<file path="config.mk">
export PLATFORM = sky130hd
export DESIGN_NAME = xorshift_keystream_xor_cipher_top_flat
export DESIGN_NICKNAME = d
export VERILOG_FILES = /design/src/hw/rtl/xkc_pkg.sv /design/src/hw/rtl/xkc_in_if.sv /design/src/hw/rtl/xkc_out_if.sv /design/src/hw/rtl/xkc_word_update.sv /design/src/hw/rtl/xorshift_keystream_xor_cipher_top.sv /design/src/flat_wrapper.sv
export SDC_FILE = /design/constraint.sdc
export NUM_CORES = 2
export LEC_CHECK = 0
export ABC_AREA = 1
export BUFFER_PORTS_ARGS = -buffer_cell sky130_fd_sc_hd__clkbuf_2
export CAP_MARGIN = 40
export CORE_MARGIN = 5
export CORE_UTILIZATION = 40
export DETAILED_ROUTE_END_ITERATION = 12
export PLACE_DENSITY = 0.59
export SLEW_MARGIN = 25
export SYNTH_ARGS = -nofsm -noshare
export SYNTH_HDL_FRONTEND = slang
export SYNTH_SLANG_ARGS = --single-unit
</file>
<file path="constraint.sdc">
create_clock -name clk -period 8.8 [get_ports clk]
set_input_delay 0.88 -clock clk [delete_from_list [all_inputs] [get_ports clk]]
set_output_delay 0.88 -clock clk [all_outputs]
set_load 0.01 [all_outputs]
</file>
<file path="src/hw/rtl/xkc_pkg.sv">
// Package for the xorshift keystream byte cipher.
// Holds register indexes, widths, the pipeline request struct and the xorshift step.
// No dependencies.
package xkc_pkg;

  localparam int MAX_KEY_DEF = 16;
  localparam int KEY_LEN_W   = 5;
  localparam int CFG_IDX_W   = 3;
  localparam int CFG_DATA_W  = 64;
  localparam int WORD_W      = 32;

  localparam logic [CFG_IDX_W-1:0] REG_KEY_LOW  = 3'd0;
  localparam logic [CFG_IDX_W-1:0] REG_KEY_HIGH = 3'd1;
  localparam logic [CFG_IDX_W-1:0] REG_KEY_LEN  = 3'd2;
  localparam logic [CFG_IDX_W-1:0] REG_MODE     = 3'd3;
  localparam logic [CFG_IDX_W-1:0] REG_MSG_LEN  = 3'd4;

  // Work handed from the accept stage to the keystream update stage.
  typedef struct packed {
    logic [7:0]        data_byte;
    logic              first_pass;
    logic              mode;
    logic [WORD_W-1:0] key_word;
    logic [WORD_W-1:0] addend;
  } xkc_req_t;

  function automatic logic [WORD_W-1:0] xorshift32(input logic [WORD_W-1:0] x);
    logic [WORD_W-1:0] v;
    v = x ^ (x << 13);
    v = v ^ (v >> 17);
    v = v ^ (v << 5);
    return v;
  endfunction

endpackage

</file>
<file path="src/hw/rtl/xkc_in_if.sv">
// Input channel of the keystream cipher: one data word per handshake.
// Depends on nothing.
interface xkc_in_if;
  logic       valid;
  logic       ready;
  logic [7:0] data_byte;
  logic       first;

  modport source (output valid, output data_byte, output first, input ready);
  modport sink   (input valid, input data_byte, input first, output ready);
endinterface

</file>
<file path="src/hw/rtl/xkc_out_if.sv">
// Result channel of the keystream cipher: one transformed word per handshake.
// Depends on nothing.
interface xkc_out_if;
  logic       valid;
  logic       ready;
  logic [7:0] out_byte;

  modport source (output valid, output out_byte, input ready);
  modport sink   (input valid, input out_byte, output ready);
endinterface

</file>
<file path="src/hw/rtl/xkc_word_update.sv">
// Keystream word store and update stage: reads a slot's word, advances it and writes it back.
// Depends on xkc_pkg.
module xkc_word_update
  import xkc_pkg::*;
#(
  parameter int MAX_KEY = MAX_KEY_DEF
) (
  input  logic                         clk,
  input  logic                         rst_n,
  input  logic                         req_vld,
  input  xkc_req_t                     req,
  input  logic [$clog2(MAX_KEY)-1:0]   req_slot,
  input  logic                         adv,
  output logic                         s1_vld,
  output logic [7:0]                   res_byte
);

  localparam int SLOT_W = $clog2(MAX_KEY);

  logic [WORD_W-1:0] mem [MAX_KEY];

  logic              s1_vld_r, s1_vld_nxt;
  xkc_req_t          s1_req_r;
  logic [SLOT_W-1:0] s1_slot_r;
  logic [WORD_W-1:0] rdata_r;
  logic              fwd_hit_r;
  logic [WORD_W-1:0] fwd_data_r;

  logic [WORD_W-1:0] w_base;
  logic [WORD_W-1:0] w_xs;
  logic [WORD_W-1:0] w_new;
  logic              hit_now;

  // A write in the same cycle as the read of the same slot is not seen by the read.
  assign hit_now = adv && (s1_slot_r == req_slot);

  always_comb begin
    if (s1_req_r.first_pass) begin
      w_base = s1_req_r.key_word;
    end else if (fwd_hit_r) begin
      w_base = fwd_data_r;
    end else begin
      w_base = rdata_r;
    end
    w_xs  = xorshift32(w_base);
    w_new = s1_req_r.mode ? (w_xs + s1_req_r.addend) : w_xs;
  end

  always_comb begin
    if (req_vld) begin
      s1_vld_nxt = 1'b1;
    end else if (adv) begin
      s1_vld_nxt = 1'b0;
    end else begin
      s1_vld_nxt = s1_vld_r;
    end
  end

  always_ff @(posedge clk) begin
    if (!rst_n) begin
      s1_vld_r <= 1'b0;
    end else begin
      s1_vld_r <= s1_vld_nxt;
    end
  end

  always_ff @(posedge clk) begin
    if (req_vld) begin
      s1_req_r   <= req;
      s1_slot_r  <= req_slot;
      rdata_r    <= mem[req_slot];
      fwd_hit_r  <= hit_now;
      fwd_data_r <= w_new;
    end
    if (adv) begin
      mem[s1_slot_r] <= w_new;
    end
  end

  assign s1_vld   = s1_vld_r;
  assign res_byte = s1_req_r.data_byte ^ w_new[7:0];

endmodule

</file>
<file path="src/hw/rtl/xorshift_keystream_xor_cipher_top.sv">
// Top level of the xorshift keystream byte cipher.
// Depends on xkc_pkg, xkc_in_if, xkc_out_if and xkc_word_update.
//
//  channel | direction | payload                    | handshake
//  in_ch   | in        | data_byte[7:0], first      | valid/ready
//  out_ch  | out       | out_byte[7:0]              | valid/ready
//  cfg_*   | in        | cfg_idx[2:0], cfg_data[63:0] | cfg_we, no back-pressure
//
// One word is accepted per cycle unless out_ch stalls; its result passes the update
// stage register and the output register to out_ch. The rate is set by the keystream
// word memory, read on accept and written when the update stage advances, with the
// just-written word forwarded when consecutive words hit the same slot.
// Reset (rst_n, synchronous, active low) clears the pipeline valid flags, the
// message position and the registers to their defaults; it needs no clearing pass.
// A stalled result waits in the output register while one more word is taken into
// the update stage; in_ch.ready drops only when both are full.
module xorshift_keystream_xor_cipher_top
  import xkc_pkg::*;
#(
  parameter int MAX_KEY = MAX_KEY_DEF
) (
  input  logic                  clk,
  input  logic                  rst_n,
  xkc_in_if.sink                in_ch,
  xkc_out_if.source             out_ch,
  input  logic                  cfg_we,
  input  logic [CFG_IDX_W-1:0]  cfg_idx,
  input  logic [CFG_DATA_W-1:0] cfg_data
);

  localparam int SLOT_W = $clog2(MAX_KEY);
  localparam logic [KEY_LEN_W-1:0] MAX_LEN = KEY_LEN_W'(MAX_KEY);

  // Configuration registers.
  logic [63:0]          key_low_r;
  logic [63:0]          key_high_r;
  logic [KEY_LEN_W-1:0] key_len_r;
  logic                 mode_r;
  logic [WORD_W-1:0]    msg_len_r;

  // Message position: slot in use, byte index and first-pass flag.
  logic [SLOT_W-1:0]    slot_r, slot_nxt;
  logic [WORD_W-1:0]    idx_r, idx_nxt;
  logic                 fp_r, fp_nxt;

  logic                 out_vld_r;
  logic [7:0]           out_byte_r;

  logic                 in_acc;
  logic                 adv;
  logic                 s1_vld;
  logic [7:0]           res_byte;

  logic [KEY_LEN_W-1:0] len_eff;
  logic [SLOT_W-1:0]    slot_cur;
  logic [SLOT_W-1:0]    slot_use;
  logic [KEY_LEN_W-1:0] slot_inc;
  logic [WORD_W-1:0]    idx_cur;
  logic                 fp_cur;
  logic [127:0]         key_all;
  xkc_req_t             req;

  // Key position (s + k) mod len. With s below len and k at most three, three
  // conditional subtractions are enough, including a one-byte key.
  function automatic logic [3:0] key_pos(input logic [SLOT_W-1:0] s,
                                         input logic [1:0] k,
                                         input logic [KEY_LEN_W-1:0] len);
    logic [KEY_LEN_W-1:0] v;
    v = KEY_LEN_W'(s) + KEY_LEN_W'(k);
    for (int i = 0; i < 3; i++) begin
      if (v >= len) begin
        v = v - len;
      end
    end
    return v[3:0];
  endfunction

  function automatic logic [7:0] key_byte(input logic [127:0] keys, input logic [3:0] j);
    return keys[{j, 3'b000} +: 8];
  endfunction

  // The update stage moves on when the output register is free or being emptied.
  assign adv          = s1_vld && (!out_vld_r || out_ch.ready);
  assign in_ch.ready  = !s1_vld || adv;
  assign in_acc       = in_ch.valid && in_ch.ready;

  assign out_ch.valid    = out_vld_r;
  assign out_ch.out_byte = out_byte_r;

  assign key_all = {key_high_r, key_low_r};

  // Key length as used: zero counts as one, anything above the store depth saturates.
  always_comb begin
    if (key_len_r == '0) begin
      len_eff = KEY_LEN_W'(1);
    end else if (key_len_r > MAX_LEN) begin
      len_eff = MAX_LEN;
    end else begin
      len_eff = key_len_r;
    end
  end

  // A first mark restarts the message before this word is handled. A slot left
  // beyond a shortened key falls back to slot zero.
  always_comb begin
    slot_cur = in_ch.first ? '0 : slot_r;
    idx_cur  = in_ch.first ? '0 : idx_r;
    fp_cur   = in_ch.first ? 1'b1 : fp_r;
    slot_use = (KEY_LEN_W'(slot_cur) < len_eff) ? slot_cur : '0;
    slot_inc = KEY_LEN_W'(slot_use) + KEY_LEN_W'(1);

    req.data_byte  = in_ch.data_byte;
    req.first_pass = fp_cur;
    req.mode       = mode_r;
    req.key_word   = {key_byte(key_all, key_pos(slot_use, 2'd3, len_eff)),
                      key_byte(key_all, key_pos(slot_use, 2'd0, len_eff)),
                      key_byte(key_all, key_pos(slot_use, 2'd2, len_eff)),
                      key_byte(key_all, key_pos(slot_use, 2'd1, len_eff))};
    req.addend     = msg_len_r + idx_cur;

    slot_nxt = slot_r;
    idx_nxt  = idx_r;
    fp_nxt   = fp_r;
    if (in_acc) begin
      idx_nxt = idx_cur + WORD_W'(1);
      if (slot_inc >= len_eff) begin
        slot_nxt = '0;
        fp_nxt   = 1'b0;
      end else begin
        slot_nxt = slot_inc[SLOT_W-1:0];
        fp_nxt   = fp_cur;
      end
    end
  end

  always_ff @(posedge clk) begin
    if (!rst_n) begin
      slot_r <= '0;
      idx_r  <= '0;
      fp_r   <= 1'b1;
    end else begin
      slot_r <= slot_nxt;
      idx_r  <= idx_nxt;
      fp_r   <= fp_nxt;
    end
  end

  // Configuration writes. Unknown indexes are ignored.
  always_ff @(posedge clk) begin
    if (!rst_n) begin
      key_low_r  <= '0;
      key_high_r <= '0;
      key_len_r  <= KEY_LEN_W'(1);
      mode_r     <= 1'b0;
      msg_len_r  <= '0;
    end else if (cfg_we) begin
      case (cfg_idx)
        REG_KEY_LOW:  key_low_r  <= cfg_data;
        REG_KEY_HIGH: key_high_r <= cfg_data;
        REG_KEY_LEN:  key_len_r  <= cfg_data[KEY_LEN_W-1:0];
        REG_MODE:     mode_r     <= cfg_data[0];
        REG_MSG_LEN:  msg_len_r  <= cfg_data[WORD_W-1:0];
        default: ;
      endcase
    end
  end

  // Output register.
  always_ff @(posedge clk) begin
    if (!rst_n) begin
      out_vld_r <= 1'b0;
    end else if (adv) begin
      out_vld_r <= 1'b1;
    end else if (out_ch.ready) begin
      out_vld_r <= 1'b0;
    end
  end

  always_ff @(posedge clk) begin
    if (adv) begin
      out_byte_r <= res_byte;
    end
  end

  xkc_word_update #(
    .MAX_KEY (MAX_KEY)
  ) u_word_update (
    .clk      (clk),
    .rst_n    (rst_n),
    .req_vld  (in_acc),
    .req      (req),
    .req_slot (slot_use),
    .adv      (adv),
    .s1_vld   (s1_vld),
    .res_byte (res_byte)
  );

endmodule

</file>
<file path="src/flat_wrapper.sv">
// flat-port wrapper written by rule: the top's interface ports become plain ports
module xorshift_keystream_xor_cipher_top_flat import xkc_pkg::*;
#(
  parameter int MAX_KEY = MAX_KEY_DEF
)
  (clk, rst_n, cfg_we, cfg_idx, cfg_data, in_ch_valid, in_ch_data_byte, in_ch_first, in_ch_ready, out_ch_valid, out_ch_out_byte, out_ch_ready);
  xkc_in_if in_ch_i ();
  xkc_out_if out_ch_i ();
  input  logic clk;
  input  logic rst_n;
  input  logic cfg_we;
  input  logic [CFG_IDX_W-1:0] cfg_idx;
  input  logic [CFG_DATA_W-1:0] cfg_data;
  input wire logic [$bits(in_ch_i.valid)-1:0] in_ch_valid;
  input wire logic [$bits(in_ch_i.data_byte)-1:0] in_ch_data_byte;
  input wire logic [$bits(in_ch_i.first)-1:0] in_ch_first;
  output wire logic [$bits(in_ch_i.ready)-1:0] in_ch_ready;
  output wire logic [$bits(out_ch_i.valid)-1:0] out_ch_valid;
  output wire logic [$bits(out_ch_i.out_byte)-1:0] out_ch_out_byte;
  input wire logic [$bits(out_ch_i.ready)-1:0] out_ch_ready;
  assign in_ch_i.valid = in_ch_valid;
  assign in_ch_i.data_byte = in_ch_data_byte;
  assign in_ch_i.first = in_ch_first;
  assign in_ch_ready = in_ch_i.ready;
  assign out_ch_valid = out_ch_i.valid;
  assign out_ch_out_byte = out_ch_i.out_byte;
  assign out_ch_i.ready = out_ch_ready;
  xorshift_keystream_xor_cipher_top #(.MAX_KEY(MAX_KEY)) u_core (.clk(clk), .rst_n(rst_n), .in_ch(in_ch_i), .out_ch(out_ch_i), .cfg_we(cfg_we), .cfg_idx(cfg_idx), .cfg_data(cfg_data));
endmodule
</file>
==> summary.txt <==
Logic synthesis
  – Post-synth EDFFs: 663
  – Largest family of logic cells by synthesized area: simple AND/OR/NAND/NOR gates
  – Multiplexer share of the synthesized area: 0%
  – Post-Synth Simple-Gate Area: 22.2%
  – Yosys Warn Count: 0
  – Avg Inst Size Synth: 9.01 µm²
  – Synth Instances: 5053
  – Compound-gate portion of the synthesized area: 12.2%
  – Area leader, netlist: edfxtp_1
  – Ys flop type: edfxtp_1
  – Top cells by area in the synthesized netlist: edfxtp_1, nand3_1, dfxtp_1
  – Sequential share of the synthesized area: 52.8%
  – Post-synth top area share: 43.7%
  – Adder-cell share of the synthesized area: 4.11%
  – Library cells used by synthesis: 49
  – Synth Register Bits: 868
  – Post-Synthesis Net Count: 5275
  – Xor and xnor area share after synthesis: 3.11%
  – FFs w/ async S/R, synth: 0%
  – Post-Syn Area: 0.0455 mm²

Worst setup path
  – Worst r2r src: u_core.key_len_r[0]$_SDFFE_PN1P_
  – CP Class: in2reg
  – CP most frequent cell: nand2_1
  – Critical Path RT: 9.21 ns
  – Max incr delay on CP: 0.52 ns
  – Crit start category: input pin
  – Worst path top cell family by delay: simple AND/OR/NAND/NOR gates
  – Worst path bufs/invs: 12
  – FF-to-FF setup slack: 1.11 ns
  – Reg-to-reg endpoint: u_core.u_word_update.s1_req_r[58]$_DFFE_PP_
  – CP arrival: 8.25 ns
  – R2R cell count: 47
  – Worst path slowest cell: buf_4
  – Worst-path fanout max: 56
  – Crit end category: flip-flop

CTS
  – CTS tree: yes
  – Clock transition at path regs: 0.06 ns
  – Resized Gates After CTS: 0
  – TritonCTS Buffers: 93
  – Sink Count: 868
  – Clock Root Buffer: clkbuf_16
  – Hold_buf cts: 0
  – Post-CTS setup buffer count: 0
  – H-tree levels: 3
  – Bufs on Longest Clock Path: 3
  – Clock latency on the worst-skew pair: 0.69 ns

Detailed routing
  – Detail Route Antenna Nets: 0
  – Routed WL: 149000 µm
  – DRC viols: 0
  – DR pass1 iterations: 6
  – Vias per cell: 5.72
  – DR iter-0 viols: 4115
  – Routed vias: 38000
  – WL per Instance: 22.4 µm

GRT
  – First-pass GRT wire length: 224000 µm
  – Grt total ovfl: 0
  – Initial antenna violation count: 6
  – Largest net degree at the start of global routing: 191
  – Vias in the first global route: 35600
  – Gr usage total: 23.7%

Cells and area
  – Filler cells: 10800
  – Share of cells above drive strength 1: 9.73%
  – Nets: 5285
  – Area delta synth->final: 12.3%

Placement
  – Input/output buffers: 90
  – GPL Wtd Cong: 0.943
  – Post-DP HPWL: 98900 µm

Die
  – Die footprint: 0.121 mm²
  – Core box area: 0.113 mm²
  – Die X: 347 µm
  – Cell Rows: 123
  – Io pins: 91
  – Initial core utilization: 40.3%
  – Die Ht: 347 µm

Min path
  – Worst hold start: in_ch_data_byte[7]
  – Worst Hold End: u_core.u_word_update.s1_req_r[73]$_DFFE_PP_
  – Worst hold path class: in2reg
  – Worst hold stages: 1

Timing
  – Max-slew violation count: 0
  – Final Hold Viols: 0
  – Setup TNS Final: 0 ns
  – Slew headroom: 33.6%
  – Final setup fails: 0
  – Achievable frequency: 128 MHz
  – Unrepaired setup endpoints after global routing: no
  – Tmin final: 7.84 ns
  – Worst slew pin tran: 0.996 ns
  – Clk_skew: 0.0374 ns
  – Fin crit share: 89.1%

Run
  – Max-capacitance violation count: 0

Run status
  – Outcome: complete, no violations
cells in the final DEF (no fill, tap or decap), types with 6 or more instances in the layout:
master and instances:
inv_2 12, a21oi_1 248, clkinv_2 22, o21bai_1 7, nor2_1 348, o22ai_1 69, clkinv_1 20, a21o_1 12
nor3_1 31, buf_6 6, edfxtp_1 663, o221ai_1 64, bufinv_16 11, or2_2 62, ha_1 127, o211ai_1 71
o21ai_2 18, dfxtp_1 205, fa_1 14, xnor2_1 70, nand2_1 817, inv_1 326, nand3b_1 7, xor2_1 86
nand4_1 30, buf_4 104, nor4_1 6, clkbuf_2 89, clkbuf_1 10, o21ai_0 407, o21ai_1 43, a31oi_1 6
clkbuf_16 95, nor2_4 19, nand3_1 929, buf_12 7
worst max-delay path by stage:
stage	startpoint	end	slack, ns	depth (start not counted)
4_1_cts	in_ch_first	u_core.u_word_update.s1_req_r[58]$_DFFE_PP_	1.11	47
3_5_place_dp	in_ch_first	u_core.u_word_update.s1_req_r[57]$_DFFE_PP_	0.42	47
6_report	in_ch_first	u_core.u_word_update.s1_req_r[58]$_DFFE_PP_	0.96	47
5_1_grt	in_ch_first	u_core.u_word_update.s1_req_r[58]$_DFFE_PP_	0.19	48
2_1_floorplan	in_ch_first	u_core.u_word_update.s1_req_r[56]$_DFFE_PP_	0.90	47
3_3_place_gp	in_ch_first	u_core.u_word_update.s1_req_r[58]$_DFFE_PP_	0.50	45
state kept, by name, summed over array words and instances (netlist names):
name / cells
u_core.fp_r: 1
u_core.idx_r: 32
u_core.key_high_r: 64
u_core.key_len_r: 5
u_core.key_low_r: 64
u_core.mode_r: 1
u_core.msg_len_r: 32
u_core.out_ch.out_byte: 8
u_core.out_ch.valid: 1
u_core.slot_r: 4
u_core.u_word_update.fwd_data_r: 32
u_core.u_word_update.fwd_hit_r: 1
u_core.u_word_update.mem: 512
u_core.u_word_update.rdata_r: 32
u_core.u_word_update.s1_req_r: 74
u_core.u_word_update.s1_slot_r: 4
u_core.u_word_update.s1_vld: 1
Yosys cell counts, types with 3 or more instances:
| cell type | number |
|---|---|
| o22ai_1 | 69 |
| nor2_2 | 4 |
| o211ai_1 | 71 |
| o21a_1 | 5 |
| buf_4 | 14 |
| nand3_1 | 937 |
| a21oi_1 | 249 |
| o21ai_2 | 9 |
| clkbuf_1 | 167 |
| dfxtp_1 | 205 |
| o221ai_1 | 64 |
| nor3_1 | 32 |
| nor4_1 | 6 |
| xor2_1 | 86 |
| or2_2 | 62 |
| ha_1 | 127 |
| nand3b_1 | 7 |
| a21o_1 | 12 |
| xnor2_1 | 70 |
| nand4_1 | 30 |
| nor2_1 | 366 |
| buf_1 | 17 |
| a31oi_1 | 6 |
| o21ai_1 | 41 |
| o21ai_0 | 418 |
| inv_2 | 15 |
| o311a_1 | 3 |
| fa_1 | 14 |
| nand2_1 | 819 |
| o21bai_1 | 7 |
| nor3b_1 | 5 |
| edfxtp_1 | 663 |
| buf_2 | 100 |
| xnor2_2 | 3 |
| nand2_2 | 3 |
| inv_1 | 327 |
| a21oi_2 | 3 |
cells by family (layout without fill, tap and decap cells):
kind of cell,after synthesis,count (layout)
xor+xnor,159,159
other cells,0,3
flops,868,868
simple gates,2275,2275
fa+ha+maj,141,141
buf+inv,641,726
compound gates,969,969
per-layer routing:
metal  global-route usage [%]  wire length, µm  vias to the layer above
met2                     38.0            68500                     1460
met4                     7.64             4780                        2
met3                     3.28            10300                      243
met5                        0               13                        -
met1                     33.5            65500                    18400
li1                         -                -                    17800
through the flow:
stage / setup WS (ns) / util (%) / cell area (µm²) / hold WS, ns / cells
finish: 0.962 / 45.3 / 51100 / 0.368 / 6641
global placement: 0.496 / 42.2 / 47600 / 0.455 / 6451
CTS: 1.11 / 45.3 / 51100 / 0.324 / 6637
detailed placement: 0.422 / 42.5 / 47900 / 0.460 / 6467
global route: 0.193 / 45.3 / 51100 / 0.340 / 6638
floorplan: 0.898 / - / 45500 / 0.408 / 5053
area by class of cell:
| cell class | instances | area, µm² | share of cell area (%) |
|---|---|---|---|
| sequential | 868 | 24000 | 47.0 |
| clock buffer | 106 | 2430 | 4.75 |
| timing repair buffer | 213 | 1590 | 3.11 |
| clock inverter | 64 | 729 | 1.43 |
| inverter | 343 | 1300 | 2.55 |
| multi-input combinational | 3544 | 19200 | 37.5 |
| antenna | 3 | 7.51 | 0.0147 |
| tap | 1500 | 1880 | 3.67 |
Power is left out: the tool's default activity adds up to more than one toggle a clock period on the data nets, which glitch-free logic cannot reach.
